[config.mk]
export PLATFORM = sky130hd
export DESIGN_NAME = bcpe_mul
export DESIGN_NICKNAME = d
export VERILOG_FILES = /design/src/rtl/bcpe_pkg.sv /design/src/rtl/bcpe_mul.sv
export SDC_FILE = /design/constraint.sdc
export NUM_CORES = 2
export LEC_CHECK = 0
export BUFFER_PORTS_ARGS = -buffer_cell sky130_fd_sc_hd__buf_2
export CAP_MARGIN = 15
export CORE_ASPECT_RATIO = 1.1
export CORE_UTILIZATION = 60
export DETAILED_ROUTE_END_ITERATION = 10
export PLACE_DENSITY = 0.87
export SETUP_SLACK_MARGIN = 0.2
export SKIP_CTS_REPAIR_TIMING = 1
export SYNTH_ARGS = -nofsm -noshare
export SYNTH_HDL_FRONTEND = slang
export SYNTH_SLANG_ARGS = --single-unit
[constraint.sdc]
create_clock -name clk_i -period 9.6 [get_ports clk_i]
set_input_delay 1.44 -clock clk_i [delete_from_list [all_inputs] [get_ports clk_i]]
set_output_delay 1.44 -clock clk_i [all_outputs]
set_load 0.05 [all_outputs]
[src/rtl/bcpe_pkg.sv]
package bcpe_pkg;

  // Configuration register indexes
  localparam logic [2:0] REG_START_LOG_PRICE = 3'd0;
  localparam logic [2:0] REG_STRIKE          = 3'd1;
  localparam logic [2:0] REG_LOG_BARRIER     = 3'd2;
  localparam logic [2:0] REG_DRIFT_PER_STEP  = 3'd3;
  localparam logic [2:0] REG_VOL_PER_STEP    = 3'd4;
  localparam logic [2:0] REG_STEPS_PER_PATH  = 3'd5;

  // Reset values of the configuration registers
  localparam logic [31:0] RST_START_LOG_PRICE = 32'd309047727;
  localparam logic [31:0] RST_STRIKE          = 32'd6553600;
  localparam logic [31:0] RST_LOG_BARRIER     = 32'd326654677;
  localparam logic [31:0] RST_DRIFT_PER_STEP  = 32'd8053;
  localparam logic [30:0] RST_VOL_PER_STEP    = 31'd848867;
  localparam logic [15:0] RST_STEPS_PER_PATH  = 16'd250;

  // Exp constants
  localparam logic [30:0] LOG2E_Q30 = 31'd1549082005;
  localparam logic [29:0] LN2_Q30   = 30'd744261118;
  localparam logic [30:0] ONE_Q30   = 31'd1073741824;
  localparam logic [3:0]  HORNER_N0 = 4'd9;

  // Operand pair for the shared multiplier
  typedef struct packed {
    logic               en;
    logic signed [32:0] a;
    logic signed [32:0] b;
  } mul_req_t;

  // floor((2^32 - 1) / n): the estimate q*R >> 32 is the quotient or one below it
  function automatic logic [31:0] recip(input logic [3:0] n);
    logic [31:0] r;
    unique case (n)
      4'd1:    r = 32'hFFFF_FFFF;
      4'd2:    r = 32'h7FFF_FFFF;
      4'd3:    r = 32'h5555_5555;
      4'd4:    r = 32'h3FFF_FFFF;
      4'd5:    r = 32'h3333_3333;
      4'd6:    r = 32'h2AAA_AAAA;
      4'd7:    r = 32'h2492_4924;
      4'd8:    r = 32'h1FFF_FFFF;
      4'd9:    r = 32'h1C71_C71C;
      default: r = 32'h0000_0000;
    endcase
    return r;
  endfunction

endpackage

[src/rtl/bcpe_mul.sv]
module bcpe_mul (
  input  logic               clk_i,
  input  bcpe_pkg::mul_req_t req_i,
  output logic [63:0]        prod_o
);

  logic signed [65:0] full;
  logic        [63:0] prod_q;

  assign full = req_i.a * req_i.b;

  always_ff @(posedge clk_i) begin
    if (req_i.en) begin
      prod_q <= full[63:0];
    end
  end

  assign prod_o = prod_q;

endmodule

==> Word level (Yosys, flattened, before mapping) <==
Cells that the tools add are included.
{ "totals": {"reg_bits": 64, "in_bits": 68, "out_inout_bits": 64} }
{ "op_classes": {"mul": 1} }
{ "op_table": {"columns": ["cell", "n"], "rows": [
  ["$mul 33x33->64", 1]
]} }

==> Longest topological paths before layout <==
{ "depth": {"ltp_word": 1, "mapped_depth": 28, "ltp_nobuf": 26} }

==> Worst setup path before layout <==
Ideal clock, no wire load.
{ "synth_path": {"path_type": "in2reg", "startpoint": "input port req_i[65] in the netlist's numbering", "endpoint": "register prod_q[63] (netlist: prod_o[63]), data pin", "arrival_ns": 8.581, "t_required_ns": 9.340, "path_slack_ns": 0.759, "path_stages": 24, "path_buffers": 1, "cell_sequence": "clkbuf_1 > nand2_1 > inv_1 > fa_1 > fa_1 > fa_1 > inv_1 > fa_1 > inv_1 > fa_1 > fa_1 > fa_1 > inv_1 > fa_1 > inv_1 > ha_1 > a21o_1 > a21o_1 > a21oi_1 > nand2_1 > o31ai_1 > o211ai_1 > a21oi_1 > xnor2_1"} }
{ "synth_via": {"elab_chain_len": 1} }
{ "synth_rtl": {"columns": ["item", "line", "text"], "rows": [
  ["start: declaration", "bcpe_mul.sv:3", "input bcpe_pkg::mul_req_t req_i,"],
  ["$mul 33x33->64", "bcpe_mul.sv:10", "assign full = req_i.a * req_i.b;"],
  ["net full[63]", "bcpe_mul.sv:7", "logic signed [65:0] full;"],
  ["end signal: assignment", "bcpe_mul.sv:14", "prod_q <= full[63:0];"],
  ["end: declaration", "bcpe_mul.sv:8", "logic [63:0] prod_q;"]
]} }
The timed path passes the listed nets, and every way through them passes these cells.
A chain may end at the register's enable or synchronous reset.

==> Worst setup path in the final report <==
{ "layout_path": {"startpoint": "input port req_i[3] in the netlist's numbering", "endpoint": "register prod_q[60] (netlist: prod_o[60]), data pin"} }
The elaborated chain is that of the path after synthesis.

==> impl_summary.md <==
Finish
The post-route netlist has 5.197% of its cells at a drive strength greater than 1. The area growth from synthesis to layout is 4.197%. The register with the most flip-flops in the layout has 64 of them. The number of nets in the final layout is 5596. The final standard cell area without fillers is 0.04187 mm².

Route
The average wire per standard cell is 20.57 µm. Dividing the detail-routed via count by the number of cells gives 5.742. For this run, the detailed router's first-pass iteration total came to 8. The number of DRC violations after detailed-routing iteration 0 is 2171. The detailed-route wire length is 104000 µm. After detailed routing, the number of remaining DRC violations is 0. The vias after detailed routing is 29050. The number of nets still failing antenna checks after routing is 0.

Timing
Setup repair after global routing left no endpoint under its margin. The achievable clock frequency is between 0.1 and 0.15 GHz. For the pin with the worst max-slew slack, the measured transition is 0.9069 ns.

Setup violations remaining at the end of the flow were counted as 0. In this run the tightest slew margin relative to its limit is about two fifths. Setup slack closes at 0.5529 ns. The final max-slew violation count is 0.

After routing, the total negative slack on setup checks comes to 0 ns. The final hold slack is 1.818 ns. The share of the cycle needed by the critical path after routing is 94.24%. The minimum period implied by the final worst setup slack is 9.047 ns.

The final count of hold timing violations is 0.

Floorplanning
The die is 273.4 µm tall. The placeable core area is 0.06627 mm². The floorplan step defined a die boundary enclosing between 0.06 and 0.07 mm². The number of cell rows is 99. The die outline width is 248.7 µm. The initial core utilization is 60.64%. approximately 130 I/O pins were placed.

Clock network
TritonCTS built the clock tree. The root buffer cell chosen for the clock tree is clkbuf_16. The clock tree synthesis step divided the H-tree into 3 levels.

Clock-pin slew was measured on the worst setup and hold paths at 0.06 ns. No sink is reached through more buffers than the 2 on the longest clock path. CTS saw 64 sinks. The number of buffers added by the clock tree synthesis step is 9.

Yosys
Synthesis produced a netlist with a net count of 5612. By count the netlist is led by 1125 x fa_1, 1086 x inv_1, 548 x and2_1. Yosys instantiated no cell more often than fa_1. The post-synthesis cell count is 4207. By area the synthesized netlist is led by fa_1 56%, inv_1 10%, and2_1 8.5%.

The number of different library cells used by synthesis comes to 57. The async set-reset flop share out of synthesis is 0%. The number of synthesized register bits is 64.

Of the total synthesized cell area, the portion taken by XOR and XNOR cells is 1.656%. The most area-hungry cell type in the Yosys netlist is fa_1. The proportion of netlist area held by the largest area contributor is roughly 56%. The fraction of the mapped netlist area in simple logic gates is around 15%. After Yosys synthesis, full adders, half adders and majority gates account for 62.65% of the synthesized area. By area, the combinational part of the netlist is dominated by adder cells.

Summing the areas of all compound-gate instances in the mapped netlist gives 3.201% of the synthesized area. The portion of the post-synthesis area used by sequential elements is 4.783%. The combined area of all synthesized cells is 0.04018 mm². The portion of synthesized area spent on multiplexers is less than 1%. In this run, synthesis inferred 64 flip-flops with an integrated enable. For this run, the leading register cell type out of synthesis is edfxtp_1. The Yosys step of the flow raised 0 warnings.

The mean instance size in the synthesized netlist is between 9 and 10 µm².

Setup path
STA puts the critical path data arrival time at between 9 and 10 ns. The kind of critical path is input port to flop. In this run the worst path has a maximum fanout of 23. The delay of the slowest critical-path stage is between 0.5 and 0.6 ns.

STA classifies the critical path endpoint as a flop. By instance count, the cell type seen most on the critical path is fa_1. The slowest stage of the critical path belongs to the cell fa_1. STA classifies the critical path startpoint as an input port. STA puts the critical path data required time at roughly 9.7 ns.

Min path
The class of the most critical hold timing path is input port to flop.

Global route
The initial antenna violation count was 5. Summed over all layers, the global routing overflow is 0. The number of global-route vias before repair is 32710. The global-route total usage across every layer is between 30% and 40%. The wire length of the first global-routing pass is 168200 µm. The pin count of the biggest net entering global routing is 65.

Placed design
The placed wire-length estimate after detailed placement is approximately 88000 µm. The count of input and output buffers is approximately 130. The cell area after placement is 0.04156 mm². OpenSTA, run right after detailed placement, puts the worst setup slack at 0.1359 ns.

The routability congestion estimate from global placement is between 0.9 and 1.

Flow run
Across the run, the number of max-cap violations was 0.

Outcome
The flow ran to the end, and the final reports show no timing, DRC or antenna violations.
final cells by class:
type | instances | area, µm²
flip-flops and latches | 64 | 1922
repair buffers | 195 | 1136
well taps | 858 | 1074
fillers | 5032 | 24400
clock inverters | 5 | 58.81
inverters | 1086 | 4076
clock buffers | 10 | 229.0
diodes | 6 | 15.01
multi-input cells | 2835 | 33360
worst max-delay path, delay by kind of cell:
kind,cells,cell delay [ns]
AOI/OAI and AO/OA,7,1.78
adders and majority gates,9,4.45
buffers and inverters,6,0.77
and+or+nand+nor,3,0.65
logic make-up after synthesis:
group                      after synthesis
muxes                                    1
DFF                                     64
adders and majority gates             1337
xor gates and xnor gates                76
buffers and inverters                 1308
AOI/OAI and AO/OA                      200
and+or+nand+nor                       1221
per-layer routing:
metal	GRT usage, %	up-vias	share of wire (%)
met5	0	-	0.028
met4	26.32	4	9.8
met3	4.793	577	8.2
met2	55.55	1672	50
met1	35.91	14840	32
li1	-	11960	-
path summary, 6_finish.rpt:
path / from / endpoint / slack (ns) / depth (start not counted)
worst max-delay path: req_i[3] / prod_o[60] / 0.55 / 25
worst min-delay path: req_i[66] / prod_o[61] / 1.82 / 2
metrics by stage:
step | util (%) | instances
final | 63.18 | 5059
after global routing | 63.16 | 5054
after CTS | 63.15 | 5053
after detailed placement | 62.71 | 5038
after global placement | 62.71 | 5038
after floorplan | - | 4207
layout by cell type (no fill, tap or decap), drive strengths merged, types with 32 or more instances in the layout:
cell       n
ha       212
o21ai     36
inv     1086
a21oi     70
and2     548
xnor2     55
fa      1125
nand2    547
nor2b     32
buf      195
edfxtp    64
Power is left out: the tool's default activity adds up to more than one toggle a clock period on the data nets, which glitch-free logic cannot reach.
